<file path="config.mk">
export PLATFORM = sky130hd
export DESIGN_NAME = brc_datapath
export DESIGN_NICKNAME = d
export VERILOG_FILES = /design/src/rtl/brc_pkg.sv /design/src/rtl/brc_datapath.sv
export SDC_FILE = /design/constraint.sdc
export NUM_CORES = 1
export LEC_CHECK = 0
export BUFFER_PORTS_ARGS = -buffer_cell sky130_fd_sc_hd__buf_2
export CAP_MARGIN = 20
export CELL_PAD_IN_SITES_DETAIL_PLACEMENT = 1
export CELL_PAD_IN_SITES_GLOBAL_PLACEMENT = 2
export CORE_AREA = 2 2 295 297
export CTS_BUF_LIST = sky130_fd_sc_hd__clkbuf_8 sky130_fd_sc_hd__clkbuf_16
export CTS_CLUSTER_DIAMETER = 30
export DETAILED_ROUTE_END_ITERATION = 6
export DIE_AREA = 0 0 297 299
export PLACE_DENSITY = 0.7
export SYNTH_ARGS = -nofsm -noshare
export SYNTH_HDL_FRONTEND = slang
export SYNTH_SLANG_ARGS = --single-unit
</file>
<file path="constraint.sdc">
create_clock -name clock -period 9.4 [get_ports clock]
set_input_delay 1.88 -clock clock [delete_from_list [all_inputs] [get_ports clock]]
set_output_delay 1.88 -clock clock [all_outputs]
set_load 0.05 [all_outputs]
</file>
<file path="src/rtl/brc_pkg.sv">
`default_nettype none

package brc_pkg;

   localparam int NUM_PROCESSES = 5;
   localparam int NUM_RESOURCES = 4;
   localparam int COUNT_WIDTH   = 8;

   localparam int FUNC_W      = 3;
   localparam int PIDX_PORT_W = 3;
   localparam int RIDX_PORT_W = 2;
   localparam int FIELD_W     = 8;
   localparam int STATUS_W    = 3;
   localparam int SLOT_W      = 3;
   localparam int ORDER_W     = 24;
   localparam int LEN_W       = 4;

   localparam int PIDX_W = $clog2(NUM_PROCESSES);
   localparam int RIDX_W = (NUM_RESOURCES > 1) ? $clog2(NUM_RESOURCES) : 1;
   localparam int CNT_W  = $clog2(NUM_PROCESSES + 1);
   localparam int CMP_W  = ((COUNT_WIDTH > FIELD_W) ? COUNT_WIDTH : FIELD_W) + 2;
   localparam int WORK_W = COUNT_WIDTH + $clog2(NUM_PROCESSES + 1);

   typedef logic [COUNT_WIDTH-1:0] count_type;

   typedef enum logic [FUNC_W-1:0] {
      FN_WRITE_MAX   = 3'd0,
      FN_WRITE_ALLOC = 3'd1,
      FN_WRITE_AVAIL = 3'd2,
      FN_REQUEST     = 3'd3,
      FN_SAFETY      = 3'd4
   } func_type;

   typedef enum logic [STATUS_W-1:0] {
      ST_OK         = 3'd0,
      ST_EXCEEDS    = 3'd1,
      ST_NOT_AVAIL  = 3'd2,
      ST_UNSAFE     = 3'd3,
      ST_WRITE_DONE = 3'd4
   } rsp_status_type;

   typedef enum logic [1:0] {
      KIND_WRITE,
      KIND_REQUEST,
      KIND_SAFETY
   } req_kind_type;

   typedef enum logic [2:0] {
      S_IDLE,
      S_WRITE,
      S_CHECK,
      S_APPLY,
      S_INIT,
      S_SCAN,
      S_ROLLBACK,
      S_DONE
   } ctrl_state_type;

   typedef struct packed {
      logic latch;
      logic write;
      logic check;
      logic apply;
      logic init;
      logic scan;
      logic rollback;
   } dp_cmd_type;

   typedef struct packed {
      req_kind_type kind;
      logic         is_request;
      logic         check_pass;
      logic         scan_safe;
      logic         scan_unsafe;
   } dp_stat_type;

endpackage

`default_nettype wire

</file>
<file path="src/rtl/brc_datapath.sv">
`default_nettype none

module brc_datapath (
   input  logic                             clock,
   input  brc_pkg::dp_cmd_type              cmd,
   output brc_pkg::dp_stat_type             stat,
   input  logic [brc_pkg::FUNC_W-1:0]       req_func,
   input  logic [brc_pkg::PIDX_PORT_W-1:0]  req_process_index,
   input  logic [brc_pkg::RIDX_PORT_W-1:0]  req_resource_index,
   input  logic [brc_pkg::FIELD_W-1:0]      req_write_value,
   input  logic [brc_pkg::FIELD_W-1:0]      req_request_r0,
   input  logic [brc_pkg::FIELD_W-1:0]      req_request_r1,
   input  logic [brc_pkg::FIELD_W-1:0]      req_request_r2,
   input  logic [brc_pkg::FIELD_W-1:0]      req_request_r3,
   output logic [brc_pkg::STATUS_W-1:0]     rsp_status,
   output logic [brc_pkg::ORDER_W-1:0]      rsp_safe_order,
   output logic [brc_pkg::LEN_W-1:0]        rsp_order_length
);
   import brc_pkg::*;

   // latched request
   func_type                 func_ff;
   logic [PIDX_PORT_W-1:0]   pi_ff;
   logic [RIDX_PORT_W-1:0]   ri_ff;
   logic [FIELD_W-1:0]       wval_ff;
   logic [FIELD_W-1:0]       req_ff   [NUM_RESOURCES];
   logic [FIELD_W-1:0]       req_port [4];

   // tables
   count_type max_claim_ff [NUM_PROCESSES][NUM_RESOURCES];
   count_type alloc_ff     [NUM_PROCESSES][NUM_RESOURCES];
   count_type avail_ff     [NUM_RESOURCES];

   // safety scan
   logic [WORK_W-1:0]        work_ff [NUM_RESOURCES];
   logic [WORK_W-1:0]        work_in [NUM_RESOURCES];
   logic [NUM_PROCESSES-1:0] done_ff, done_in;
   logic [CNT_W-1:0]         count_ff, count_in, count_plus;
   logic [ORDER_W-1:0]       seq_ff, seq_in;
   logic                     found_ff, found_in;
   logic [PIDX_W-1:0]        scan_p_ff, scan_p_in;

   // result
   rsp_status_type           status_ff, status_in;
   logic [ORDER_W-1:0]       order_ff, order_in;
   logic [LEN_W-1:0]         length_ff, length_in;

   logic [PIDX_W-1:0]        pi_idx, rd_idx;
   logic [RIDX_W-1:0]        ri_idx;
   logic                     pi_ok, ri_ok;
   count_type                wval;
   count_type                row_max   [NUM_RESOURCES];
   count_type                row_alloc [NUM_RESOURCES];
   count_type                avail_sub [NUM_RESOURCES];
   count_type                avail_add [NUM_RESOURCES];
   count_type                alloc_add [NUM_RESOURCES];
   count_type                alloc_sub [NUM_RESOURCES];
   logic [CMP_W-1:0]         req_ext   [NUM_RESOURCES];
   logic signed [CMP_W-1:0]  need_cmp  [NUM_RESOURCES];
   logic signed [WORK_W:0]   need_w    [NUM_RESOURCES];
   logic [NUM_RESOURCES-1:0] exceeds, short_of, fits_r;
   rsp_status_type           check_code;
   logic                     bad_seen;
   logic                     fits, last_p;

   assign req_port[0] = req_request_r0;
   assign req_port[1] = req_request_r1;
   assign req_port[2] = req_request_r2;
   assign req_port[3] = req_request_r3;

   always_ff @(posedge clock) begin
      if (cmd.latch) begin
         func_ff <= func_type'(req_func);
         pi_ff   <= req_process_index;
         ri_ff   <= req_resource_index;
         wval_ff <= req_write_value;
         for (int r = 0; r < NUM_RESOURCES; r++) begin
            req_ff[r] <= req_port[r];
         end
      end
   end

   always_comb begin
      unique case (func_type'(req_func))
         FN_REQUEST: stat.kind = KIND_REQUEST;
         FN_SAFETY:  stat.kind = KIND_SAFETY;
         default:    stat.kind = KIND_WRITE;
      endcase
   end

   assign pi_idx = pi_ff[PIDX_W-1:0];
   assign ri_idx = ri_ff[RIDX_W-1:0];
   assign pi_ok  = int'(pi_ff) < NUM_PROCESSES;
   assign ri_ok  = int'(ri_ff) < NUM_RESOURCES;
   assign rd_idx = cmd.scan ? scan_p_ff : pi_idx;
   assign wval   = COUNT_WIDTH'(CMP_W'(wval_ff));

   always_comb begin
      for (int r = 0; r < NUM_RESOURCES; r++) begin
         row_max[r]   = max_claim_ff[rd_idx][r];
         row_alloc[r] = alloc_ff[rd_idx][r];
         req_ext[r]   = CMP_W'(req_ff[r]);
         need_cmp[r]  = $signed(CMP_W'(row_max[r]) - CMP_W'(row_alloc[r]));
         exceeds[r]   = $signed(req_ext[r]) > need_cmp[r];
         short_of[r]  = req_ext[r] > CMP_W'(avail_ff[r]);
         avail_sub[r] = COUNT_WIDTH'(CMP_W'(avail_ff[r]) - req_ext[r]);
         avail_add[r] = COUNT_WIDTH'(CMP_W'(avail_ff[r]) + req_ext[r]);
         alloc_add[r] = COUNT_WIDTH'(CMP_W'(row_alloc[r]) + req_ext[r]);
         alloc_sub[r] = COUNT_WIDTH'(CMP_W'(row_alloc[r]) - req_ext[r]);
         need_w[r]    = $signed((WORK_W+1)'(row_max[r]) - (WORK_W+1)'(row_alloc[r]));
         fits_r[r]    = need_w[r] <= $signed({1'b0, work_ff[r]});
      end
   end

   // first failing resource decides
   always_comb begin
      check_code = ST_OK;
      bad_seen   = 1'b0;
      for (int r = 0; r < NUM_RESOURCES; r++) begin
         if (!bad_seen) begin
            if (exceeds[r]) begin
               check_code = ST_EXCEEDS;
               bad_seen   = 1'b1;
            end else if (short_of[r]) begin
               check_code = ST_NOT_AVAIL;
               bad_seen   = 1'b1;
            end
         end
      end
      if (!pi_ok) begin
         check_code = ST_EXCEEDS;
      end
   end

   assign stat.check_pass = (check_code == ST_OK);
   assign stat.is_request = (func_ff == FN_REQUEST);

   always_ff @(posedge clock) begin
      if (cmd.write && pi_ok && ri_ok) begin
         case (func_ff)
            FN_WRITE_MAX:   max_claim_ff[pi_idx][ri_idx] <= wval;
            FN_WRITE_ALLOC: alloc_ff[pi_idx][ri_idx]     <= wval;
            default: ;
         endcase
      end
      if (cmd.write && ri_ok && func_ff == FN_WRITE_AVAIL) begin
         avail_ff[ri_idx] <= wval;
      end
      if (cmd.apply) begin
         for (int r = 0; r < NUM_RESOURCES; r++) begin
            alloc_ff[pi_idx][r] <= alloc_add[r];
            avail_ff[r]         <= avail_sub[r];
         end
      end
      if (cmd.rollback) begin
         for (int r = 0; r < NUM_RESOURCES; r++) begin
            alloc_ff[pi_idx][r] <= alloc_sub[r];
            avail_ff[r]         <= avail_add[r];
         end
      end
   end

   assign fits       = !done_ff[scan_p_ff] && (&fits_r);
   assign last_p     = (int'(scan_p_ff) == NUM_PROCESSES - 1);
   assign count_plus = count_ff + CNT_W'(1);

   assign stat.scan_safe   = fits && (int'(count_plus) == NUM_PROCESSES);
   assign stat.scan_unsafe = last_p && !(found_ff || fits);

   always_comb begin
      work_in   = work_ff;
      done_in   = done_ff;
      count_in  = count_ff;
      seq_in    = seq_ff;
      found_in  = found_ff;
      scan_p_in = scan_p_ff;
      if (cmd.init) begin
         for (int r = 0; r < NUM_RESOURCES; r++) begin
            work_in[r] = WORK_W'(avail_ff[r]);
         end
         done_in   = '0;
         count_in  = '0;
         seq_in    = '0;
         found_in  = 1'b0;
         scan_p_in = '0;
      end else if (cmd.scan) begin
         if (fits) begin
            for (int r = 0; r < NUM_RESOURCES; r++) begin
               work_in[r] = work_ff[r] + WORK_W'(row_alloc[r]);
            end
            done_in[scan_p_ff] = 1'b1;
            count_in           = count_plus;
            found_in           = 1'b1;
            for (int i = 0; i < NUM_PROCESSES; i++) begin
               if (int'(count_ff) == i) begin
                  seq_in[SLOT_W*i +: SLOT_W] = SLOT_W'(scan_p_ff);
               end
            end
         end
         if (last_p) begin
            scan_p_in = '0;
            found_in  = 1'b0;
         end else begin
            scan_p_in = scan_p_ff + PIDX_W'(1);
         end
      end
   end

   always_ff @(posedge clock) begin
      for (int r = 0; r < NUM_RESOURCES; r++) begin
         work_ff[r] <= work_in[r];
      end
      done_ff   <= done_in;
      count_ff  <= count_in;
      seq_ff    <= seq_in;
      found_ff  <= found_in;
      scan_p_ff <= scan_p_in;
   end

   always_comb begin
      status_in = status_ff;
      order_in  = order_ff;
      length_in = length_ff;
      if (cmd.write) begin
         status_in = ST_WRITE_DONE;
         order_in  = '0;
         length_in = '0;
      end else if (cmd.check && !stat.check_pass) begin
         status_in = check_code;
         order_in  = '0;
         length_in = '0;
      end else if (cmd.scan) begin
         if (stat.scan_safe) begin
            status_in = ST_OK;
            order_in  = seq_in;
            length_in = LEN_W'(count_plus);
         end else if (stat.scan_unsafe) begin
            status_in = ST_UNSAFE;
            order_in  = '0;
            length_in = '0;
         end
      end
   end

   always_ff @(posedge clock) begin
      status_ff <= status_in;
      order_ff  <= order_in;
      length_ff <= length_in;
   end

   assign rsp_status       = status_ff;
   assign rsp_safe_order   = order_ff;
   assign rsp_order_length = length_ff;

endmodule

`default_nettype wire

</file>
==> summary.md <==
| Metric | Value |
|---|---|
| Asr flop ratio synth | `0%` |
| Max Fclk | `0.1100 GHz` |
| TNS Setup | `0 ps` |
| CTS tree | `built` |
| Final setup vio count | `0` |
| Prevailing post-synth register cell | `edfxtp_1` |
| PD cells | `287.3 nW/um2` |
| HP Class | `register to register` |
| # H-tree levels | `3` |
| Cell Area, Synth | `28,880 um2` |
| Yosys Warn Count | `0` |
| Final Cycle Share | `96.73%` |
| Worst path max stage delay | `540 ps` |
| DRT iter0 DRCs | `1,327` |
| Worst-path cell chain | `buf_2, mux2i_4, buf_12, mux4_2, mux2_2, inv_1, ha_1, nor2b_1, o21ai_0, nand2b_1, a21o_1, a21o_1, a21o_1, a21o_1, xor2_1, ha_1, nand4_1, o21bai_1, o31ai_1, a2111o_1, o211ai_1, o21a_1, buf_2` |
| Pre-CTS WS | `259.5 ps` |
| Clock Latency Late Sink | `700 ps` |
| Maximum vdd drop | `0.0001587 V` |
| Largest net degree at the start of global routing | `65` |
| Dpl cells | `3,626` |
| Post-Layout Cell Count | `3,858` |
| Antenna diodes | `0` |
| Post-synth EDFFs | `432` |
| Clock-pin slew on the worst setup and hold paths | `50 ps` |
| Initial Util | `33.60%` |
| DR WL/cell | `24.01 um` |
| Most frequent CP cell | `a21o_1` |
| DRT Wirelength | `92,650 um` |
| Status | `finished clean` |
| DR pass1 iterations | `6` |
| Synth Net Count | `2,759` |
| Chip width | `297 um` |
| Class of the most critical setup path | `input pin to output pin` |
| Number of nets in the layout | `2,939` |
| Fin worst setup slack | `307.1 ps` |
| Max-cap violation count | `0` |
| Initial antenna violation count | `4` |
| Leakage | `13.99 nW` |
| Global-route wire length before repair | `139,600 um` |
| Worst-Margin Slew | `1058 ps` |
| Max-slew violation count | `0` |
| Cell with the most instances after synthesis | `edfxtp_1` |
| I/O Buffers | `91` |
| CTS Buf Count | `119` |
| CTS Buffer Depth | `3` |
| Area delta synth->final | `22.08%` |
| Arrival time worst endpoint | `7210 ps` |
| Num rows | `108` |
| Sequential area share after synthesis | `50.32%` |
| Pwr Total | `10.13 mW` |
| Cells after synthesis | `2,416` |
| Antenna violation net count after detailed routing | `0` |
| Worst Setup Start Kind | `input pin` |
| Critical path endpoint category | `output pin` |
| Fin Hold WS | `458.3 ps` |
| Yosys top cell by area | `edfxtp_1` |
| Root Driver | `clkbuf_16` |
| Top post-synthesis cells by area | `edfxtp_1, ha_1, dfxtp_1` |
| Worst reg-to-reg setup slack | `2580 ps` |
| CTS Hold Bufs | `0` |
| Critical Path Fanout Max | `15` |
| Register bit total from synthesis | `510` |
| Core box area | `85,940 um2` |
| Mean Syn Cell Area | `11.95 um2` |
| Tot GR Track Use | `20.75%` |
| Post-DP HPWL | `66,520 um` |
| Clock Skews | `49.01 ps` |
| Die height | `299 um` |
| Synth top area share | `44.92%` |
| DR vias/cell | `5.309` |
| Slew Limit Headroom | `29.44%` |
| Drt drc | `0` |
| Final GP Congestion | `0.8379` |
| I/O Pins | `93` |
| Post-layout min period | `9093 ps` |
| Crit path required time | `7520 ps` |
| Layout cell share with drive strength beyond 1 | `18.31%` |
| Synth top cells by count | `edfxtp_1, ha_1, inv_1` |
| RSZ-0062 raised after global routing | `false` |
| Count of cell types in the netlist | `82` |
| Sink Count | `510` |
| Slowest CP cell | `a2111o_1` |
| Final hold vios | `0` |
| Number of global-route vias before repair | `22,210` |
| Die area | `88,800 um2` |
| Grt total ovfl | `0` |
| Vias | `20,480` |
## power breakdown
group / internal (mW) / switching (mW) / total (mW)
registers: 2.75 / 0.163 / 2.92
logic: 1.16 / 1.78 / 2.93
clock network: 2.86 / 1.42 / 4.28
total: 6.77 / 3.36 / 10.1
## path summary, 6_finish.rpt
path	from	to	cells after the start
max	cmd[1]	stat[0]	23
min	done_ff[2]	done_ff[2]	2
max reg2reg	pi_ff[0]	work_ff[10]	23
min reg2reg	done_ff[2]	done_ff[2]	2
## sequential cells by signal (all words and copies together), names as in the netlist
signal,count
alloc_ff,160
avail_ff,32
count_ff,3
done_ff,5
found_ff,1
func_ff,3
max_claim_ff,160
pi_ff,3
req_ff,32
ri_ff,2
rsp_order_length,3
rsp_safe_order,24
rsp_status,3
scan_p_ff,3
seq_ff,24
work_ff,44
wval,8
## placed cells by master, fill, tap and decap left out, types with 19 or more instances in the layout
cell and n:
edfxtp_1 432, ha_1 263, inv_1 254, a21oi_1 163, nor2_1 152, clkbuf_16 121
o21ai_0 115, nand2_1 93, buf_2 90, dfxtp_1 78, mux4_2 65, xnor2_1 60
a21o_1 56, buf_4 53, mux2_2 51, nor2b_1 49, nand3_1 45, mux2i_1 37
nand2b_1 33, o31ai_1 33, xor2_1 29, o21bai_1 24, fa_1 24, clkinvlp_4 20
bufinv_16 19
## cell type report
cell class,count,area [um2]
fill,9126,50680
sequential,510,14530
multi-input combinational,1576,13140
clock buffer,120,3003
tap,1155,1445
clock inverter,108,1231
timing repair buffer,151,1012
inverter,238,893.4
## metrics by stage
stage / util [%] / instance area [um2]
4_1_cts: 40.93 / 35180
6_report: 41.02 / 35260
3_3_place_gp: 35.99 / 30930
3_5_place_dp: 36.00 / 30940
5_1_grt: 41.02 / 35260
2_1_floorplan: - / 28890
## layer usage
| layer | GRT usage (%) | part of all wire (%) |
|---|---|---|
| met2 | 35.36 | 48 |
| met4 | 5.904 | 2.4 |
| met3 | 2.893 | 3.9 |
| met1 | 27.57 | 45 |
| met5 | 0 | 0 |
## cells by family after synthesis
group,count (synthesis),synth area share [%]
AO/OA/AOI/OAI,565,12.92
XOR/XNOR,89,2.699
adder cells (fa/ha/maj),287,13.06
buffers and inverters,330,4.410
flip-flops,510,50.32
multiplexers,156,8.457
other,1,0.01298
AND/OR/NAND/NOR,478,8.119
## critical path: cells and delay by family
family                     cells  cell delay (ps)
xor gates and xnor gates       1              150
adders and majority gates      2              530
muxes                          3             1210
and+or+nand+nor                3              390
AOI/OAI and AO/OA             10             2190
buffers and inverters          4              850
## what timing repair did
item,4_1_cts,5_1_grt
endpoints found under the setup margin,0,2
resized for setup,0,2
buffers inserted,0,1
Power figures use the tool's default switching activity.
